$ cat src/rtl/assert_macros.svh
// Assertion macros shared by the RTL of the radio text command interpreter.
`ifndef ASSERT_MACROS_SVH
`define ASSERT_MACROS_SVH

// Checked on every rising edge of clk_i while the block is out of reset.
`define RTCI_ASSERT(lbl, prop, msg) \
  lbl: assert property (@(posedge clk_i) disable iff (!rst_ni) prop) else $error(msg);

// Checked on every rising edge of clk_i, reset included.
`define RTCI_ASSERT_ALWAYS(lbl, prop, msg) \
  lbl: assert property (@(posedge clk_i) prop) else $error(msg);

`endif

$ cat src/rtl/rtci_pkg.sv
// Package with the constants, character codes and command codes of the interpreter.
package rtci_pkg;

  localparam int LINE_DEPTH = 32;
  localparam int LEN_W      = $clog2(LINE_DEPTH);

  localparam int FREQ_W    = 30;
  localparam int ID_W      = 14;
  localparam int RIT_W     = 15;
  localparam int CFG_IDX_W = 2;
  localparam int CFG_W     = 30;
  localparam int BCD_W     = 40;
  localparam int CONV_CNT_W = $clog2(FREQ_W);

  // Configuration register indexes.
  localparam logic [CFG_IDX_W-1:0] CFG_FREQ_MIN = 2'd0;
  localparam logic [CFG_IDX_W-1:0] CFG_FREQ_MAX = 2'd1;
  localparam logic [CFG_IDX_W-1:0] CFG_RADIO_ID = 2'd2;

  localparam logic [FREQ_W-1:0] FREQ_MIN_RST = 30'd30000;
  localparam logic [FREQ_W-1:0] FREQ_MAX_RST = 30'd470000000;
  localparam logic [ID_W-1:0]   RADIO_ID_RST = 14'd670;
  localparam logic [ID_W-1:0]   ID_TOP       = 14'd9999;

  localparam logic [FREQ_W-1:0] FREQ_TOP     = 30'd999999999;
  localparam logic [33:0]       FREQ_SAT     = 34'd1000000000;
  localparam logic [33:0]       LENIENT_SAT  = 34'd100000;

  localparam logic signed [RIT_W-1:0] RIT_LIMIT = 15'sd9999;
  localparam logic signed [RIT_W:0]   RIT_STEP  = 16'sd10;
  localparam logic [13:0]             RIT_MAG_TOP = 14'd9999;

  localparam logic [7:0] GAIN_TOP = 8'd255;
  localparam logic [7:0] SQL_TOP  = 8'd100;

  // Characters.
  localparam logic [7:0] CH_SPACE = 8'h20;
  localparam logic [7:0] CH_PLUS  = 8'h2B;
  localparam logic [7:0] CH_MINUS = 8'h2D;
  localparam logic [7:0] CH_ZERO  = 8'h30;
  localparam logic [7:0] CH_ONE   = 8'h31;
  localparam logic [7:0] CH_NINE  = 8'h39;
  localparam logic [7:0] CH_SEMI  = 8'h3B;
  localparam logic [7:0] CH_A     = 8'h41;
  localparam logic [7:0] CH_B     = 8'h42;
  localparam logic [7:0] CH_D     = 8'h44;
  localparam logic [7:0] CH_E     = 8'h45;
  localparam logic [7:0] CH_F     = 8'h46;
  localparam logic [7:0] CH_I     = 8'h49;
  localparam logic [7:0] CH_LOW_A = 8'h61;
  localparam logic [7:0] CH_LOW_Z = 8'h7A;
  localparam logic [7:0] CASE_GAP = 8'h20;

  // Two-letter command codes.
  localparam logic [15:0] CMD_FA = "FA";
  localparam logic [15:0] CMD_FB = "FB";
  localparam logic [15:0] CMD_IF = "IF";
  localparam logic [15:0] CMD_ID = "ID";
  localparam logic [15:0] CMD_MD = "MD";
  localparam logic [15:0] CMD_PS = "PS";
  localparam logic [15:0] CMD_SM = "SM";
  localparam logic [15:0] CMD_TX = "TX";
  localparam logic [15:0] CMD_RX = "RX";
  localparam logic [15:0] CMD_VS = "VS";
  localparam logic [15:0] CMD_RI = "RI";
  localparam logic [15:0] CMD_XT = "XT";
  localparam logic [15:0] CMD_RD = "RD";
  localparam logic [15:0] CMD_RU = "RU";
  localparam logic [15:0] CMD_AG = "AG";
  localparam logic [15:0] CMD_RG = "RG";
  localparam logic [15:0] CMD_SQ = "SQ";
  localparam logic [15:0] CMD_RM = "RM";

  // Flag bit positions.
  localparam int FLAG_POWER = 0;
  localparam int FLAG_PTT   = 1;
  localparam int FLAG_RIT   = 2;
  localparam int FLAG_XIT   = 3;

  localparam logic [2:0] METER_COUNT = 3'd5;

endpackage

$ cat src/rtl/radio_text_command_interpreter.sv
// Top level of the radio text command interpreter.

// Serial bytes enter one beat at a time on the input channel and are upper-cased
// into a 32-entry line memory; control bytes and bytes at or above 128 are dropped,
// and a byte that arrives with 31 bytes held empties the line. A ';' runs the
// two-letter command at the start of the line. A byte that only extends the line,
// and a meter update beat, leave the block idle. A command that sets state from a
// number walks the parameter text one character at a time, each through a
// registered memory read and then a digit step of the accumulator. A reply is sent
// one byte per output beat; each decimal field (IF has two) is first converted by a
// bit-serial double-dabble unit. The input is stalled from the ';' until the last
// reply byte sits in the output register; that byte may wait for the receiver while
// the next input beat is already taken. Configuration writes are taken at any time
// but are meant to happen while the block is idle.
`include "assert_macros.svh"

module radio_text_command_interpreter (
  input  logic                               clk_i,
  input  logic                               rst_ni,
  input  logic                               in_valid_i,
  output logic                               in_stall_o,
  input  logic                               cmd_i,
  input  logic [7:0]                         rx_byte_i,
  input  logic [2:0]                         meter_index_i,
  input  logic [7:0]                         meter_value_i,
  output logic                               out_valid_o,
  input  logic                               out_stall_i,
  output logic [7:0]                         tx_byte_o,
  output logic                               last_of_reply_o,
  input  logic                               cfg_we_i,
  input  logic [rtci_pkg::CFG_IDX_W-1:0]     cfg_index_i,
  input  logic [rtci_pkg::CFG_W-1:0]         cfg_data_i
);

  typedef enum logic [2:0] {
    S_IDLE, S_DECODE, S_SREAD, S_SCHECK, S_SAPPLY, S_EMIT, S_CONV
  } state_e;

  // Reply formats.
  typedef enum logic [2:0] {
    K_FREQ, K_IF, K_ID, K_NUM3, K_MD, K_FLAG, K_RM
  } kind_e;

  // What the reply sequencer does at the current step.
  typedef enum logic [1:0] {
    OP_LIT, OP_CONV, OP_SKIP
  } op_e;

  // Which command a parameter scan serves.
  typedef enum logic [1:0] {
    SC_FREQ, SC_RIT, SC_GAIN
  } scan_e;

  localparam int LW = rtci_pkg::LEN_W;
  localparam int FW = rtci_pkg::FREQ_W;

  state_e                      state_q;
  logic [LW-1:0]               len_q;
  logic [LW-1:0]               exec_len_q;
  logic [7:0]                  line_mem [rtci_pkg::LINE_DEPTH];
  logic [7:0]                  rdata_q;
  logic [7:0]                  head_q [4];

  logic [FW-1:0]               fmin_q, fmax_q;
  logic [rtci_pkg::ID_W-1:0]   id_q;
  logic [FW-1:0]               fa_q, fb_q;
  logic                        vfo_q;
  logic [3:0]                  mode_q [2];
  logic [3:0]                  flags_q;
  logic signed [rtci_pkg::RIT_W-1:0] rit_q;
  logic [7:0]                  gain_q [3];
  logic [7:0]                  meter_q [5];

  kind_e                       kind_q;
  logic [4:0]                  step_q;
  logic                        fbit_q;
  logic [rtci_pkg::ID_W-1:0]   num_q;
  logic                        rm_neg_q;
  logic [3:0]                  rm_tens_q, rm_ones_q;

  scan_e                       scan_kind_q;
  logic [1:0]                  scan_sel_q;
  logic [LW-1:0]               scan_q;
  logic                        sneg_q, spast_q, snd_q, send_q;
  logic [FW-1:0]               mag_q;

  logic [FW-1:0]               conv_q;
  logic [rtci_pkg::BCD_W-1:0]  bcd_q;
  logic [rtci_pkg::CONV_CNT_W-1:0] ccnt_q;

  logic                        out_valid_q, last_q;
  logic [7:0]                  tx_q;

  // ---------------------------------------------------------------------------
  // Input side.
  logic       in_acc;
  logic [7:0] up_byte;
  logic       byte_keep;
  logic       line_full;
  logic       mem_we;

  assign in_stall_o = (state_q != S_IDLE);
  assign in_acc     = in_valid_i && (state_q == S_IDLE);
  assign up_byte    = (rx_byte_i >= rtci_pkg::CH_LOW_A && rx_byte_i <= rtci_pkg::CH_LOW_Z) ?
                      (rx_byte_i - rtci_pkg::CASE_GAP) : rx_byte_i;
  assign byte_keep  = !rx_byte_i[7] && (rx_byte_i >= rtci_pkg::CH_SPACE) &&
                      (rx_byte_i != rtci_pkg::CH_SEMI);
  assign line_full  = (len_q >= LW'(rtci_pkg::LINE_DEPTH - 1));
  assign mem_we     = in_acc && !cmd_i && byte_keep && !line_full;

  always_ff @(posedge clk_i) begin
    if (mem_we) begin
      line_mem[len_q] <= up_byte;
    end
    rdata_q <= line_mem[scan_q];
  end

  // ---------------------------------------------------------------------------
  // Command decode helpers.
  logic [7:0]  ca, cb, c2, c3;
  logic [15:0] name;
  logic        plen0, plen_ge1, plen_ge2, plen_le1, plen_ge4;
  logic [3:0]  mode_cur;
  logic [3:0]  md_val;
  logic [7:0]  rm_char;
  logic        rm_neg;
  logic [6:0]  rm_abs;
  logic [3:0]  rm_tens;
  logic [3:0]  rm_ones;
  logic [7:0]  rm_val;

  assign ca   = head_q[0];
  assign cb   = head_q[1];
  assign c2   = head_q[2];
  assign c3   = head_q[3];
  assign name = {ca, cb};

  assign plen0    = (exec_len_q == LW'(2));
  assign plen_ge1 = (exec_len_q >= LW'(3));
  assign plen_ge2 = (exec_len_q >= LW'(4));
  assign plen_le1 = (exec_len_q <= LW'(3));
  assign plen_ge4 = (exec_len_q >= LW'(6));

  assign mode_cur = mode_q[vfo_q];

  always_comb begin
    md_val = 4'd0;
    if (c3 >= rtci_pkg::CH_ONE && c3 <= rtci_pkg::CH_NINE) begin
      md_val = c3[3:0];
    end else if (c3 >= rtci_pkg::CH_A && c3 <= rtci_pkg::CH_E) begin
      md_val = 4'(c3 - rtci_pkg::CH_A + 8'd10);
    end
  end

  // Meter number of RM: one character minus '0', which can be negative.
  always_comb begin
    rm_char = plen_ge1 ? c2 : rtci_pkg::CH_ONE;
    rm_neg  = (rm_char < rtci_pkg::CH_ZERO);
    rm_abs  = rm_neg ? 7'(rtci_pkg::CH_ZERO - rm_char) : 7'(rm_char - rtci_pkg::CH_ZERO);
    rm_tens = 4'd0;
    for (int k = 1; k <= 7; k++) begin
      if (rm_abs >= 7'(10 * k)) rm_tens = 4'(k);
    end
    rm_ones = 4'(rm_abs - 7'(rm_tens * 4'd10));
    rm_val  = (!rm_neg && rm_abs >= 7'd1 && rm_abs <= 7'd5) ? meter_q[3'(rm_abs - 7'd1)] : 8'd0;
  end

  // RIT up/down by one step, clamped.
  logic signed [rtci_pkg::RIT_W:0]   rit_sum;
  logic signed [rtci_pkg::RIT_W-1:0] rit_stepped;

  assign rit_sum = {rit_q[rtci_pkg::RIT_W-1], rit_q} +
                   ((cb == rtci_pkg::CMD_RU[7:0]) ? rtci_pkg::RIT_STEP : -rtci_pkg::RIT_STEP);
  always_comb begin
    if (rit_sum > 16'(rtci_pkg::RIT_LIMIT))        rit_stepped = rtci_pkg::RIT_LIMIT;
    else if (rit_sum < -16'(rtci_pkg::RIT_LIMIT))  rit_stepped = -rtci_pkg::RIT_LIMIT;
    else                                           rit_stepped = rit_sum[rtci_pkg::RIT_W-1:0];
  end

  // ---------------------------------------------------------------------------
  // Parameter scan: one character per step into a saturating accumulator.
  logic        ch_digit;
  logic [33:0] mag_x10;
  logic [33:0] sat_lim;
  logic [FW-1:0] mag_next;

  assign ch_digit = (rdata_q >= rtci_pkg::CH_ZERO) && (rdata_q <= rtci_pkg::CH_NINE);
  assign mag_x10  = ({4'd0, mag_q} << 3) + ({4'd0, mag_q} << 1) + {30'd0, rdata_q[3:0]};
  assign sat_lim  = (scan_kind_q == SC_FREQ) ? rtci_pkg::FREQ_SAT : rtci_pkg::LENIENT_SAT;
  assign mag_next = (mag_x10 > sat_lim) ? sat_lim[FW-1:0] : mag_x10[FW-1:0];

  logic        freq_ok;
  logic [13:0] rit_mag;
  logic signed [rtci_pkg::RIT_W-1:0] rit_parsed;
  logic [7:0]  gain_top;
  logic [7:0]  gain_parsed;

  assign freq_ok = snd_q && send_q && !(sneg_q && (mag_q != '0)) &&
                   (mag_q <= rtci_pkg::FREQ_TOP) && (mag_q >= fmin_q) && (mag_q <= fmax_q);
  assign rit_mag = (mag_q > FW'(rtci_pkg::RIT_MAG_TOP)) ? rtci_pkg::RIT_MAG_TOP : mag_q[13:0];
  assign rit_parsed = sneg_q ? -$signed({1'b0, rit_mag}) : $signed({1'b0, rit_mag});
  assign gain_top = (scan_sel_q == 2'd2) ? rtci_pkg::SQL_TOP : rtci_pkg::GAIN_TOP;
  assign gain_parsed = sneg_q ? 8'd0 : ((mag_q > FW'(gain_top)) ? gain_top : mag_q[7:0]);

  // ---------------------------------------------------------------------------
  // Reply sequencer: what happens at each step of each reply format.
  function automatic logic [7:0] dchar(input logic [rtci_pkg::BCD_W-1:0] bcd,
                                       input logic [3:0] k);
    dchar = rtci_pkg::CH_ZERO | {4'h0, bcd[{k, 2'b00} +: 4]};
  endfunction

  logic        off_neg;
  logic [13:0] off_abs;
  logic [7:0]  mode_hex;
  logic        mode_big;

  assign off_neg  = flags_q[rtci_pkg::FLAG_RIT] && rit_q[rtci_pkg::RIT_W-1];
  assign off_abs  = !flags_q[rtci_pkg::FLAG_RIT] ? 14'd0 :
                    (off_neg ? 14'(-rit_q) : rit_q[13:0]);
  assign mode_big = (mode_cur >= 4'd10);
  assign mode_hex = mode_big ? (rtci_pkg::CH_A + {4'h0, mode_cur - 4'd10}) :
                               (rtci_pkg::CH_ZERO + {4'h0, mode_cur});

  op_e           it_op;
  logic [7:0]    it_byte;
  logic          it_last;
  logic [FW-1:0] it_conv;

  always_comb begin
    it_op   = OP_LIT;
    it_byte = rtci_pkg::CH_ZERO;
    it_last = 1'b0;
    it_conv = '0;
    unique case (kind_q)
      K_FREQ: begin
        priority if (step_q == 5'd0) begin
          it_op   = OP_CONV;
          it_conv = (cb == rtci_pkg::CH_B) ? fb_q : fa_q;
        end else if (step_q == 5'd1) it_byte = ca;
        else if (step_q == 5'd2)     it_byte = cb;
        else if (step_q <= 5'd11)    it_byte = dchar(bcd_q, 4'(5'd11 - step_q));
        else begin
          it_byte = rtci_pkg::CH_SEMI;
          it_last = 1'b1;
        end
      end
      K_IF: begin
        priority if (step_q == 5'd0) begin
          it_op   = OP_CONV;
          it_conv = vfo_q ? fb_q : fa_q;
        end else if (step_q == 5'd1) it_byte = rtci_pkg::CH_I;
        else if (step_q == 5'd2)     it_byte = rtci_pkg::CH_F;
        else if (step_q <= 5'd11)    it_byte = dchar(bcd_q, 4'(5'd11 - step_q));
        else if (step_q == 5'd12) begin
          it_op   = OP_CONV;
          it_conv = FW'(off_abs);
        end else if (step_q == 5'd13) it_byte = off_neg ? rtci_pkg::CH_MINUS : rtci_pkg::CH_PLUS;
        else if (step_q <= 5'd17)     it_byte = dchar(bcd_q, 4'(5'd17 - step_q));
        else if (step_q == 5'd18)     it_byte = rtci_pkg::CH_ZERO;
        else if (step_q == 5'd19)     it_byte = mode_big ? rtci_pkg::CH_ONE : rtci_pkg::CH_ZERO;
        else if (step_q == 5'd20)     it_byte = rtci_pkg::CH_ZERO +
                                                {4'h0, mode_big ? mode_cur - 4'd10 : mode_cur};
        else if (step_q <= 5'd30)     it_byte = rtci_pkg::CH_ZERO;
        else begin
          it_byte = rtci_pkg::CH_SEMI;
          it_last = 1'b1;
        end
      end
      K_ID: begin
        priority if (step_q == 5'd0) begin
          it_op   = OP_CONV;
          it_conv = FW'(num_q);
        end else if (step_q == 5'd1) it_byte = ca;
        else if (step_q == 5'd2)     it_byte = cb;
        else if (step_q <= 5'd6)     it_byte = dchar(bcd_q, 4'(5'd6 - step_q));
        else begin
          it_byte = rtci_pkg::CH_SEMI;
          it_last = 1'b1;
        end
      end
      K_NUM3: begin
        priority if (step_q == 5'd0) begin
          it_op   = OP_CONV;
          it_conv = FW'(num_q);
        end else if (step_q == 5'd1) it_byte = ca;
        else if (step_q == 5'd2)     it_byte = cb;
        else if (step_q == 5'd3)     it_byte = rtci_pkg::CH_ZERO;
        else if (step_q <= 5'd6)     it_byte = dchar(bcd_q, 4'(5'd6 - step_q));
        else begin
          it_byte = rtci_pkg::CH_SEMI;
          it_last = 1'b1;
        end
      end
      K_MD: begin
        priority if (step_q == 5'd0) it_byte = ca;
        else if (step_q == 5'd1)     it_byte = cb;
        else if (step_q == 5'd2)     it_byte = rtci_pkg::CH_ZERO;
        else if (step_q == 5'd3)     it_byte = mode_hex;
        else begin
          it_byte = rtci_pkg::CH_SEMI;
          it_last = 1'b1;
        end
      end
      K_FLAG: begin
        priority if (step_q == 5'd0) it_byte = ca;
        else if (step_q == 5'd1)     it_byte = cb;
        else if (step_q == 5'd2)     it_byte = rtci_pkg::CH_ZERO | {7'd0, fbit_q};
        else begin
          it_byte = rtci_pkg::CH_SEMI;
          it_last = 1'b1;
        end
      end
      K_RM: begin
        priority if (step_q == 5'd0) begin
          it_op   = OP_CONV;
          it_conv = FW'(num_q);
        end else if (step_q == 5'd1) it_byte = ca;
        else if (step_q == 5'd2)     it_byte = cb;
        else if (step_q == 5'd3) begin
          it_op   = rm_neg_q ? OP_LIT : OP_SKIP;
          it_byte = rtci_pkg::CH_MINUS;
        end else if (step_q == 5'd4) begin
          it_op   = (rm_tens_q != 4'd0) ? OP_LIT : OP_SKIP;
          it_byte = rtci_pkg::CH_ZERO | {4'h0, rm_tens_q};
        end else if (step_q == 5'd5) it_byte = rtci_pkg::CH_ZERO | {4'h0, rm_ones_q};
        else if (step_q <= 5'd8)     it_byte = dchar(bcd_q, 4'(5'd8 - step_q));
        else begin
          it_byte = rtci_pkg::CH_SEMI;
          it_last = 1'b1;
        end
      end
      default: begin
        it_op = OP_SKIP;
      end
    endcase
  end

  // Double dabble: add three to each BCD digit of five or more, then shift.
  logic [rtci_pkg::BCD_W-1:0] bcd_adj;

  always_comb begin
    for (int d = 0; d < rtci_pkg::BCD_W / 4; d++) begin
      bcd_adj[d*4 +: 4] = (bcd_q[d*4 +: 4] >= 4'd5) ? (bcd_q[d*4 +: 4] + 4'd3) : bcd_q[d*4 +: 4];
    end
  end

  logic out_free;
  assign out_free = !out_valid_q || !out_stall_i;

  // ---------------------------------------------------------------------------
  // State and registered outputs.
  always_ff @(posedge clk_i or negedge rst_ni) begin
    if (!rst_ni) begin
      state_q     <= S_IDLE;
      len_q       <= '0;
      exec_len_q  <= '0;
      for (int i = 0; i < 4; i++) head_q[i] <= '0;
      fmin_q      <= rtci_pkg::FREQ_MIN_RST;
      fmax_q      <= rtci_pkg::FREQ_MAX_RST;
      id_q        <= rtci_pkg::RADIO_ID_RST;
      fa_q        <= '0;
      fb_q        <= '0;
      vfo_q       <= 1'b0;
      mode_q[0]   <= 4'd1;
      mode_q[1]   <= 4'd1;
      flags_q     <= '0;
      rit_q       <= '0;
      for (int i = 0; i < 3; i++) gain_q[i] <= '0;
      for (int i = 0; i < 5; i++) meter_q[i] <= '0;
      kind_q      <= K_FLAG;
      step_q      <= '0;
      fbit_q      <= 1'b0;
      num_q       <= '0;
      rm_neg_q    <= 1'b0;
      rm_tens_q   <= '0;
      rm_ones_q   <= '0;
      scan_kind_q <= SC_FREQ;
      scan_sel_q  <= '0;
      scan_q      <= '0;
      sneg_q      <= 1'b0;
      spast_q     <= 1'b0;
      snd_q       <= 1'b0;
      send_q      <= 1'b0;
      mag_q       <= '0;
      conv_q      <= '0;
      bcd_q       <= '0;
      ccnt_q      <= '0;
      out_valid_q <= 1'b0;
      last_q      <= 1'b0;
      tx_q        <= '0;
    end else begin
      if (out_valid_q && !out_stall_i) begin
        out_valid_q <= 1'b0;
      end

      if (cfg_we_i) begin
        unique case (cfg_index_i)
          rtci_pkg::CFG_FREQ_MIN: fmin_q <= cfg_data_i[FW-1:0];
          rtci_pkg::CFG_FREQ_MAX: fmax_q <= cfg_data_i[FW-1:0];
          rtci_pkg::CFG_RADIO_ID: id_q   <= cfg_data_i[rtci_pkg::ID_W-1:0];
          default: ;
        endcase
      end

      unique case (state_q)
        S_IDLE: begin
          if (in_acc) begin
            if (cmd_i) begin
              if (meter_index_i < rtci_pkg::METER_COUNT) begin
                meter_q[meter_index_i] <= meter_value_i;
              end
            end else if (rx_byte_i == rtci_pkg::CH_SEMI) begin
              // A line of one byte runs nothing.
              if (len_q >= LW'(2)) begin
                exec_len_q <= len_q;
                state_q    <= S_DECODE;
              end
              len_q <= '0;
            end else if (byte_keep) begin
              if (line_full) begin
                len_q <= '0;
              end else begin
                if (len_q < LW'(4)) head_q[len_q[1:0]] <= up_byte;
                len_q <= len_q + LW'(1);
              end
            end
          end
        end

        S_DECODE: begin
          state_q     <= S_IDLE;
          step_q      <= '0;
          scan_q      <= LW'(2);
          sneg_q      <= 1'b0;
          spast_q     <= 1'b0;
          snd_q       <= 1'b0;
          send_q      <= 1'b0;
          mag_q       <= '0;
          unique case (name)
            rtci_pkg::CMD_FA, rtci_pkg::CMD_FB: begin
              if (plen0) begin
                kind_q  <= K_FREQ;
                state_q <= S_EMIT;
              end else begin
                scan_kind_q <= SC_FREQ;
                scan_sel_q  <= {1'b0, cb == rtci_pkg::CH_B};
                state_q     <= S_SREAD;
              end
            end
            rtci_pkg::CMD_IF: begin
              kind_q  <= K_IF;
              state_q <= S_EMIT;
            end
            rtci_pkg::CMD_ID: begin
              num_q   <= (id_q > rtci_pkg::ID_TOP) ? rtci_pkg::ID_TOP : id_q;
              kind_q  <= K_ID;
              state_q <= S_EMIT;
            end
            rtci_pkg::CMD_MD: begin
              if (plen0) begin
                kind_q  <= K_MD;
                state_q <= S_EMIT;
              end else if (plen_ge2 && md_val != 4'd0) begin
                mode_q[vfo_q] <= md_val;
              end
            end
            rtci_pkg::CMD_PS, rtci_pkg::CMD_RI, rtci_pkg::CMD_XT: begin
              if (plen0) begin
                fbit_q  <= (name == rtci_pkg::CMD_PS) ? flags_q[rtci_pkg::FLAG_POWER] :
                           (name == rtci_pkg::CMD_RI) ? flags_q[rtci_pkg::FLAG_RIT] :
                                                        flags_q[rtci_pkg::FLAG_XIT];
                kind_q  <= K_FLAG;
                state_q <= S_EMIT;
              end else if (name == rtci_pkg::CMD_PS) begin
                flags_q[rtci_pkg::FLAG_POWER] <= (c2 == rtci_pkg::CH_ONE);
              end else if (name == rtci_pkg::CMD_RI) begin
                flags_q[rtci_pkg::FLAG_RIT] <= (c2 == rtci_pkg::CH_ONE);
              end else begin
                flags_q[rtci_pkg::FLAG_XIT] <= (c2 == rtci_pkg::CH_ONE);
              end
            end
            rtci_pkg::CMD_TX: begin
              if (plen0) begin
                fbit_q  <= flags_q[rtci_pkg::FLAG_PTT];
                kind_q  <= K_FLAG;
                state_q <= S_EMIT;
              end else begin
                flags_q[rtci_pkg::FLAG_PTT] <= (c2 != rtci_pkg::CH_ZERO);
              end
            end
            rtci_pkg::CMD_RX: begin
              flags_q[rtci_pkg::FLAG_PTT] <= 1'b0;
            end
            rtci_pkg::CMD_VS: begin
              if (plen0) begin
                fbit_q  <= vfo_q;
                kind_q  <= K_FLAG;
                state_q <= S_EMIT;
              end else begin
                vfo_q <= (c2 != rtci_pkg::CH_ZERO);
              end
            end
            rtci_pkg::CMD_SM: begin
              num_q   <= rtci_pkg::ID_W'(meter_q[0]);
              kind_q  <= K_NUM3;
              state_q <= S_EMIT;
            end
            rtci_pkg::CMD_RD, rtci_pkg::CMD_RU: begin
              if (plen_ge4) begin
                scan_kind_q <= SC_RIT;
                state_q     <= S_SREAD;
              end else begin
                rit_q <= rit_stepped;
              end
            end
            rtci_pkg::CMD_AG, rtci_pkg::CMD_RG, rtci_pkg::CMD_SQ: begin
              // Gain index: audio, rf, squelch.
              if (plen_le1) begin
                num_q   <= rtci_pkg::ID_W'(gain_q[(name == rtci_pkg::CMD_AG) ? 0 :
                                                  (name == rtci_pkg::CMD_RG) ? 1 : 2]);
                kind_q  <= K_NUM3;
                state_q <= S_EMIT;
              end else if (plen_ge4) begin
                scan_kind_q <= SC_GAIN;
                scan_sel_q  <= (name == rtci_pkg::CMD_AG) ? 2'd0 :
                               (name == rtci_pkg::CMD_RG) ? 2'd1 : 2'd2;
                scan_q      <= LW'(3);
                state_q     <= S_SREAD;
              end
            end
            rtci_pkg::CMD_RM: begin
              num_q     <= rtci_pkg::ID_W'(rm_val);
              rm_neg_q  <= rm_neg;
              rm_tens_q <= rm_tens;
              rm_ones_q <= rm_ones;
              kind_q    <= K_RM;
              state_q   <= S_EMIT;
            end
            default: ;
          endcase
        end

        // The memory read of the current character is issued here.
        S_SREAD: begin
          if (scan_q == exec_len_q) begin
            send_q  <= 1'b1;
            state_q <= S_SAPPLY;
          end else begin
            state_q <= S_SCHECK;
          end
        end

        // Leading spaces, then one optional sign, then digits.
        S_SCHECK: begin
          priority if (!spast_q && rdata_q == rtci_pkg::CH_SPACE) begin
            scan_q  <= scan_q + LW'(1);
            state_q <= S_SREAD;
          end else if (!spast_q &&
                       (rdata_q == rtci_pkg::CH_PLUS || rdata_q == rtci_pkg::CH_MINUS)) begin
            sneg_q  <= (rdata_q == rtci_pkg::CH_MINUS);
            spast_q <= 1'b1;
            scan_q  <= scan_q + LW'(1);
            state_q <= S_SREAD;
          end else if (ch_digit) begin
            mag_q   <= mag_next;
            snd_q   <= 1'b1;
            spast_q <= 1'b1;
            scan_q  <= scan_q + LW'(1);
            state_q <= S_SREAD;
          end else begin
            state_q <= S_SAPPLY;
          end
        end

        S_SAPPLY: begin
          state_q <= S_IDLE;
          unique case (scan_kind_q)
            SC_FREQ: begin
              if (freq_ok) begin
                if (scan_sel_q[0]) fb_q <= mag_q;
                else               fa_q <= mag_q;
              end
            end
            SC_RIT:  rit_q <= rit_parsed;
            SC_GAIN: gain_q[scan_sel_q] <= gain_parsed;
            default: ;
          endcase
        end

        S_EMIT: begin
          unique case (it_op)
            OP_CONV: begin
              conv_q  <= it_conv;
              bcd_q   <= '0;
              ccnt_q  <= '0;
              step_q  <= step_q + 5'd1;
              state_q <= S_CONV;
            end
            OP_SKIP: begin
              step_q <= step_q + 5'd1;
            end
            OP_LIT: begin
              if (out_free) begin
                out_valid_q <= 1'b1;
                tx_q        <= it_byte;
                last_q      <= it_last;
                step_q      <= step_q + 5'd1;
                if (it_last) state_q <= S_IDLE;
              end
            end
            default: ;
          endcase
        end

        S_CONV: begin
          bcd_q  <= {bcd_adj[rtci_pkg::BCD_W-2:0], conv_q[FW-1]};
          conv_q <= {conv_q[FW-2:0], 1'b0};
          ccnt_q <= ccnt_q + rtci_pkg::CONV_CNT_W'(1);
          if (ccnt_q == rtci_pkg::CONV_CNT_W'(FW - 1)) state_q <= S_EMIT;
        end

        default: state_q <= S_IDLE;
      endcase
    end
  end

  assign out_valid_o     = out_valid_q;
  assign tx_byte_o       = tx_q;
  assign last_of_reply_o = last_q;

  // ---------------------------------------------------------------------------
  // Assertions.
  logic overflow_beat;
  assign overflow_beat = in_acc && !cmd_i && byte_keep && line_full;

  `RTCI_ASSERT(a_overflow_empties, overflow_beat |=> (len_q == '0), "overflow kept the line")
  `RTCI_ASSERT(a_last_is_semi, (out_valid_o && last_of_reply_o) |-> (tx_byte_o == rtci_pkg::CH_SEMI), "last byte is not a semicolon")
  `RTCI_ASSERT_ALWAYS(a_rit_range, (rit_q <= rtci_pkg::RIT_LIMIT) && (rit_q >= -rtci_pkg::RIT_LIMIT), "RIT offset out of range")
  `RTCI_ASSERT(a_conv_stalls_in, (state_q == S_CONV) |=> in_stall_o, "input taken during conversion")

endmodule

$ cat config.mk
export PLATFORM = sky130hd
export DESIGN_NAME = radio_text_command_interpreter
export DESIGN_NICKNAME = d
export VERILOG_FILES = /design/src/rtl/rtci_pkg.sv /design/src/rtl/radio_text_command_interpreter.sv
export VERILOG_INCLUDE_DIRS = /design/src /design/src/rtl
export SDC_FILE = /design/constraint.sdc
export NUM_CORES = 2
export LEC_CHECK = 0
export BUFFER_PORTS_ARGS = -buffer_cell sky130_fd_sc_hd__buf_4
export CAP_MARGIN = 15
export CORE_MARGIN = 2
export CORE_UTILIZATION = 40
export DETAILED_ROUTE_END_ITERATION = 10
export SYNTH_ARGS = -nofsm -noshare
export SYNTH_HDL_FRONTEND = slang
export SYNTH_SLANG_ARGS = --single-unit
$ cat constraint.sdc
create_clock -name clk_i -period 8.1 [get_ports clk_i]
set_input_delay 1.62 -clock clk_i [delete_from_list [all_inputs] [get_ports clk_i]]
set_output_delay 1.62 -clock clk_i [all_outputs]
set_load 0.05 [all_outputs]
# After elaboration in Yosys (flattened, before gate mapping)
# Memories as Yosys holds them, arrays and structs flattened. A register that Yosys moved wholly into a read port is not among the register bits.
# Cells that the tools add are included.
[totals]
mem_bits_rw = 256
input_bits = 57
memories = 1
out_inout_bits = 11
reg_bits = 431
elab_cells = 609
[op_classes]
shift = 4
mux = 252
n_lt_le_gt_ge = 62
n_reduce_logical = 102
n_addsub = 34
multipliers = 1
bitwise = 13
n_eq_ne = 91
[memory_table]
columns = ["memory", "words", "word_bits", "read_ports", "rd_ports_with_merged_regs", "write_ports", "line_no", "rtl"]
rows = [
  ["line_mem", 32, 8, 1, 1, 1, "radio_text_command_interpreter.sv:60", "logic [7:0] line_mem [rtci_pkg::LINE_DEPTH];"],
]
[ops]
columns = ["operator", "n"]
rows = [
  ["$mux 30", 10],
  ["$eq 16x15->1 const B", 18],
  ["$mux 8", 33],
  ["$shiftx 40x7->4", 4],
  ["$mux 14", 10],
  ["$pmux 30 s2", 2],
  ["$mux 4", 23],
  ["$mux 15", 6],
  ["$pmux 30 s3", 1],
  ["$pmux 40 s2", 1],
  ["$mux 7", 11],
  ["$mux 3", 24],
  ["$mux 1", 68],
  ["$pmux 14 s4", 1],
  ["$pmux 8 s7", 1],
  ["$mux 5", 9],
  ["$mux 2", 21],
  ["$bwmux 40", 1],
  ["$eq 8x6->1 const B", 5],
  ["$ge 4x3->1 const B", 10],
  ["$mux 40", 1],
  ["$ne 2x2->1 const B", 20],
  ["$pmux 5 s2", 4],
  ["$add 4x2->4 const B", 9],
  ["other kinds (122)", 266],
]

# Longest topological paths before layout
[depth]
word_depth = 18
mapped_depth = 22
ltp_nobuf = 20

# Worst setup path after synthesis
# Ideal clock, no wire load.
[synth_path]
kind = "flip-flop to flip-flop"
start = "reg mag_q[0]"
end = "reg mag_q[21]"
path_slack_ns = 3.270
path_buffers = 2
arrival_ns = 4.753
stages_incl_launch_ff = 22
setup_ns = 0.077
cell_sequence = "dfrtp_1 -> fa_1 -> ha_1 -> a211oi_1 -> o211ai_2 -> a41oi_4 -> a211oi_1 -> o41ai_2 -> o21a_1 -> xnor2_1 -> ha_1 -> nand4_1 -> nor4_1 -> nand2_1 -> nor4bb_1 -> nand4bb_1 -> o31ai_4 -> a31o_1 -> buf_4 -> nand3_4 -> buf_6 -> o21ai_1"
[synth_via]
elab_chain_cells = 8
[synth_rtl]
columns = ["item", "line_no", "rtl"]
rows = [
  ["start, declared", "radio_text_command_interpreter.sv:85", "logic [FW-1:0] mag_q;"],
  ["start signal, assigned", "radio_text_command_interpreter.sv:565", "mag_q <= mag_next;"],
  ["$add 33x31->34 (*)", "radio_text_command_interpreter.sv:188", "assign mag_x10 = ({4'd0, mag_q} << 3) + ({4'd0, mag_q} << 1) + {30'd0, rdata_q[3:0]};"],
  ["$add 34x4->34 (*)", "radio_text_command_interpreter.sv:188", ""],
  ["$gt 34x30->1", "radio_text_command_interpreter.sv:190", "assign mag_next = (mag_x10 > sat_lim) ? sat_lim[FW-1:0] : mag_x10[FW-1:0];"],
  ["$mux 30 (*)", "radio_text_command_interpreter.sv:190", ""],
  ["$mux 30 (*)", "radio_text_command_interpreter.sv:564", "end else if (ch_digit) begin"],
  ["$mux 30 (*)", "radio_text_command_interpreter.sv:558", "end else if (!spast_q &&"],
  ["$mux 30 (*)", "radio_text_command_interpreter.sv:555", "priority if (!spast_q && rdata_q == rtci_pkg::CH_SPACE) begin"],
  ["$pmux 30 s2 (*)", "radio_text_command_interpreter.sv:405", "unique case (state_q)"],
]
# Mark *: on every way between the ends. The rest lies on a longest branch, timed or not. The select of a mux whose other input is x is not followed.
# A chain may end at the register's enable or synchronous reset.

# Worst setup path after layout
[layout_path]
start = "reg mag_q[2]"
end = "reg mag_q[19]"
# Same word-level chain as after synthesis.

==> results.yml <==
final_layout:
  area_used_by_multi_input_combinational_logic_mm2: 0.01951
  final_core_utilization: 0.4490
  final_common_cell: "nand2_1"
  antenna-diode-count: 0
  post_route_cells_drive_above_1_share: 0.1685
  area.sequential_mm2: 0.01865
  fillerInstances: 9134
  mostFrequentLayoutCells: "403 x nand2_1, 401 x dfrtp_1, 256 x edfxtp_1"
  area_delta_synth_final_pct: 11.71
  fin_nets: 3922
power:
  internal_power_w: 0.006966
  combPwrFrac: 0.217
  switching_share: 0.3160
  power_density_mw_per_mm2: 231.5
  peakVddDrop_uv: 191.7
  cellLeakagePower_nw: 17.94
  clock_power_share: 0.371
  switching_power_w: 0.003218
  share_seq_of_total_power: 0.412
  fin_total_pwr_w: 0.01018
timing:
  timing.final.setup_violations: 0
  fin_crit_sh: 0.7753
  fin_crit_ns: 6.280
  timing_max_transition_violations_final: 0
  timing_worst_slew_pin_value_ns: 1.136
  timing_hold_violations_final: 0
  totalNegativeSetupSlack_ns: 0
  finalWorstSetupSlack_ns: 1.820
  fin_hold_ws_ns: 0.4799
  worst_clock_skew_ns: 0.05627
  relSlewSlack: 0.2366
  grt_setup_unrepaired: "no"
  max_clock_freq_ghz: 0.1592
logic_synthesis:
  yosysUniqueCellTypes: 106
  synth_top_area_cell: "dfrtp_1"
  synth-seq-cells: 694
  synth_fp_nets: 3906
  synthesis.area_per_instance_um2: 10.83
  async_flop_share: 0.6196
  synth_seq_area_share: 0.4733
  synth.top_cells.by_area: "dfrtp_1 26%, edfxtp_1 20%, ha_1 6.6%, mux4_2 6.5%, mux2_2 5.5%"
  synth.yosys.warnings: 0
  synth_ff_type: "dfrtp_1"
  synth_enable_flop_cells: 256
  synth.cell_area_mm2: 0.03939
  yosys.area.top_type_share: 0.2567
  syn-instance-count: 3637
worst_setup_path:
  worstReg2RegEnd: "mag_q[19]"
  worstRegToRegCells: 19
  rrSetupSlack_ns: 1.82
  critical_path.reg2reg.startpoint: "mag_q[2]"
  cpPeakStageDelay_ns: 0.75
  worstSetupPathType: "reg2reg"
  cp_cell_sequence: "fa_1 > ha_1 > a211oi_1 > o211ai_2 > a41oi_4 > a211oi_1 > o41ai_2 > o21a_1 > xnor2_1 > ha_1 > nand4_1 > nor4_1 > nand2_1 > nor4bb_1 > nand4bb_1 > o31ai_4 > a31oi_4 > o211ai_1 > o211ai_1"
  timing.critical_path.buf_inv: 0
  setup.worst_path.end_class: "flip-flop"
  crit_arrival_ns: 6.73
  cp_data_required_time_ns: 8.55
  crit_slowest_cell: "o211ai_1"
  startpoint_type: "flip-flop"
  cp_top_family: "compound AO/OA/AOI/OAI gates"
  timing.critical_path.from: "mag_q[2]"
  path_max_fanout: 13
clock_tree:
  tritoncts_clock_tree: "done"
  cts-buffers-inserted: 79
  clkSlewWorstSetupHoldPaths_ns: 0.06
  htree_levels: 3
  clockRootBuffer: "clkbuf_16"
  clk_latency_ns: 0.67
  cts.repair_timing.setup_buffer_count: 0
  clockBufferDepth: 3
  cts_repair_resize_count: 0
  count_of_hold_fix_buffers_inserted_at_cts: 0
  cts_sinks: 694
routing:
  wl_per_cell_um: 21.27
  vias_per_cell: 5.821
  detail_route.first_pass.iterations: 9
  route.detailed.drc: 0
  drt_iter0_drc: 2786
  antenna_left: 0
  dr_total_vias: 29123
  route.final.wire_length_mm: 106.4
floorplan:
  floorplan.die.width_um: 317.8
  floorplan.io_pins: 68
  floorplan.initialDensity: 0.4019
  rows: 115
  floorplan.die.height_um: 317.8
  floorplan.die_area_mm2: 0.1010
  core_region_area_mm2: 0.09799
place:
  buffer_ports.inserted: 67
  detailed_place_hpwl_mm: 75.77
  dpl_worst_slack_ns: 1.929
  gp_congestion: 0.9321
grt:
  via_count_of_the_first_global_routing_pass: 28321
  grt_use_total: 0.2108
  antenna_found_initial: 0
  grt_first_pass_wirelength_mm: 169.6
  maximum_number_of_pins_on_one_net_before_global_route_repair: 146
  grt_overflow: 0
job:
  drv.max_cap_violation_count: 0
min_path:
  timing.hold.worst.start: "tx_byte_o[3]"
  min_delay_path_depth: 2
  timing.hold.worst_endpoint: "tx_byte_o[3]"
  min-delay-path-class: "reg2reg"
run_status:
  run_status: "finished, final reports clean"
-- layer usage --
layer / global-route usage / up-vias / share of wire
met5: 0 / - / 0
met1: 0.3088 / 14511 / 0.47
met3: 0.02821 / 147 / 0.053
li1: - / 13661 / -
met2: 0.3292 / 804 / 0.46
met4: 0.05460 / 0 / 0.021
-- how the worst max path moves through the flow --
stage                     end  slack, ns  cells after the start
floorplan           mag_q[21]       3.27                     21
finish              mag_q[19]       1.82                     19
global route        mag_q[19]       1.22                     19
CTS                 mag_q[19]       1.89                     19
detailed placement  mag_q[19]       1.93                     19
global placement    mag_q[29]       2.00                     19
-- power by group through the flow --
stage                     logic (W)  clock network, W  registers, W
after detailed placement    0.00218                 0       0.00425
after CTS                   0.00219           0.00386       0.00419
after global routing        0.00243           0.00401       0.00423
after global placement      0.00216                 0       0.00425
after floorplan             0.00157                 0       0.00414
final                       0.00221           0.00378       0.00420
-- cell type report --
class / count / share of cell area
clock buffers: 98 / 0.04795
well taps: 1287 / 0.03660
inverters: 160 / 0.01365
repair buffers: 109 / 0.01934
flip-flops and latches: 694 / 0.4238
clock inverters: 46 / 0.01510
multi-input cells: 2609 / 0.4435
-- metrics by stage --
stage               std cells  instance area (µm²)
detailed placement       4859                41220
global placement         4859                41220
CTS                      5003                44000
finish                   5003                44000
global route             5003                44000
floorplan                3637                39390
-- cells in the mapped netlist (47+ instances only) --
library cell / n
dfrtp_1: 404
ha_1: 208
o21ai_0: 244
mux4_2: 113
nand3_1: 112
nand4_1: 47
a21oi_1: 187
nor3_1: 57
mux2_2: 194
inv_1: 154
clkbuf_1: 137
edfxtp_1: 256
nand2_1: 404
xnor2_1: 57
nor2_1: 236
-- registers in the layout, summed over array words and instances, names as in the netlist, 14 cells and up --
signal / flops
fmax_q: 30
fmin_q: 30
fb_q: 30
gain_q: 24
meter_q: 40
conv_q: 30
bcd_q: 40
id_q: 14
line_mem: 256
fa_q: 30
rit_q: 15
mag_q: 30
num_q: 14
-- cells by family (layout without fill, tap and decap cells) --
family	count (synthesis)	after routing	synth area share
flops	694	694	0.4733
xor+xnor	87	87	0.01954
buf+inv	334	413	0.03278
mux	352	352	0.1315
fa+ha+maj	213	213	0.06837
simple gates	1078	1078	0.1300
compound gates	879	879	0.1445
-- worst register-to-register path: stages, from the launching register on --
cell	delay, ns
dfrtp_1	0.69
fa_1	0.54
ha_1	0.32
a211oi_1	0.38
o211ai_2	0.18
a41oi_4	0.39
a211oi_1	0.22
o41ai_2	0.50
o21a_1	0.23
xnor2_1	0.10
ha_1	0.34
nand4_1	0.10
nor4_1	0.25
nand2_1	0.08
nor4bb_1	0.28
nand4bb_1	0.20
o31ai_4	0.28
a31oi_4	0.10
o211ai_1	0.75
o211ai_1	0.20
Note: power is estimated with default switching activity, not from simulation.
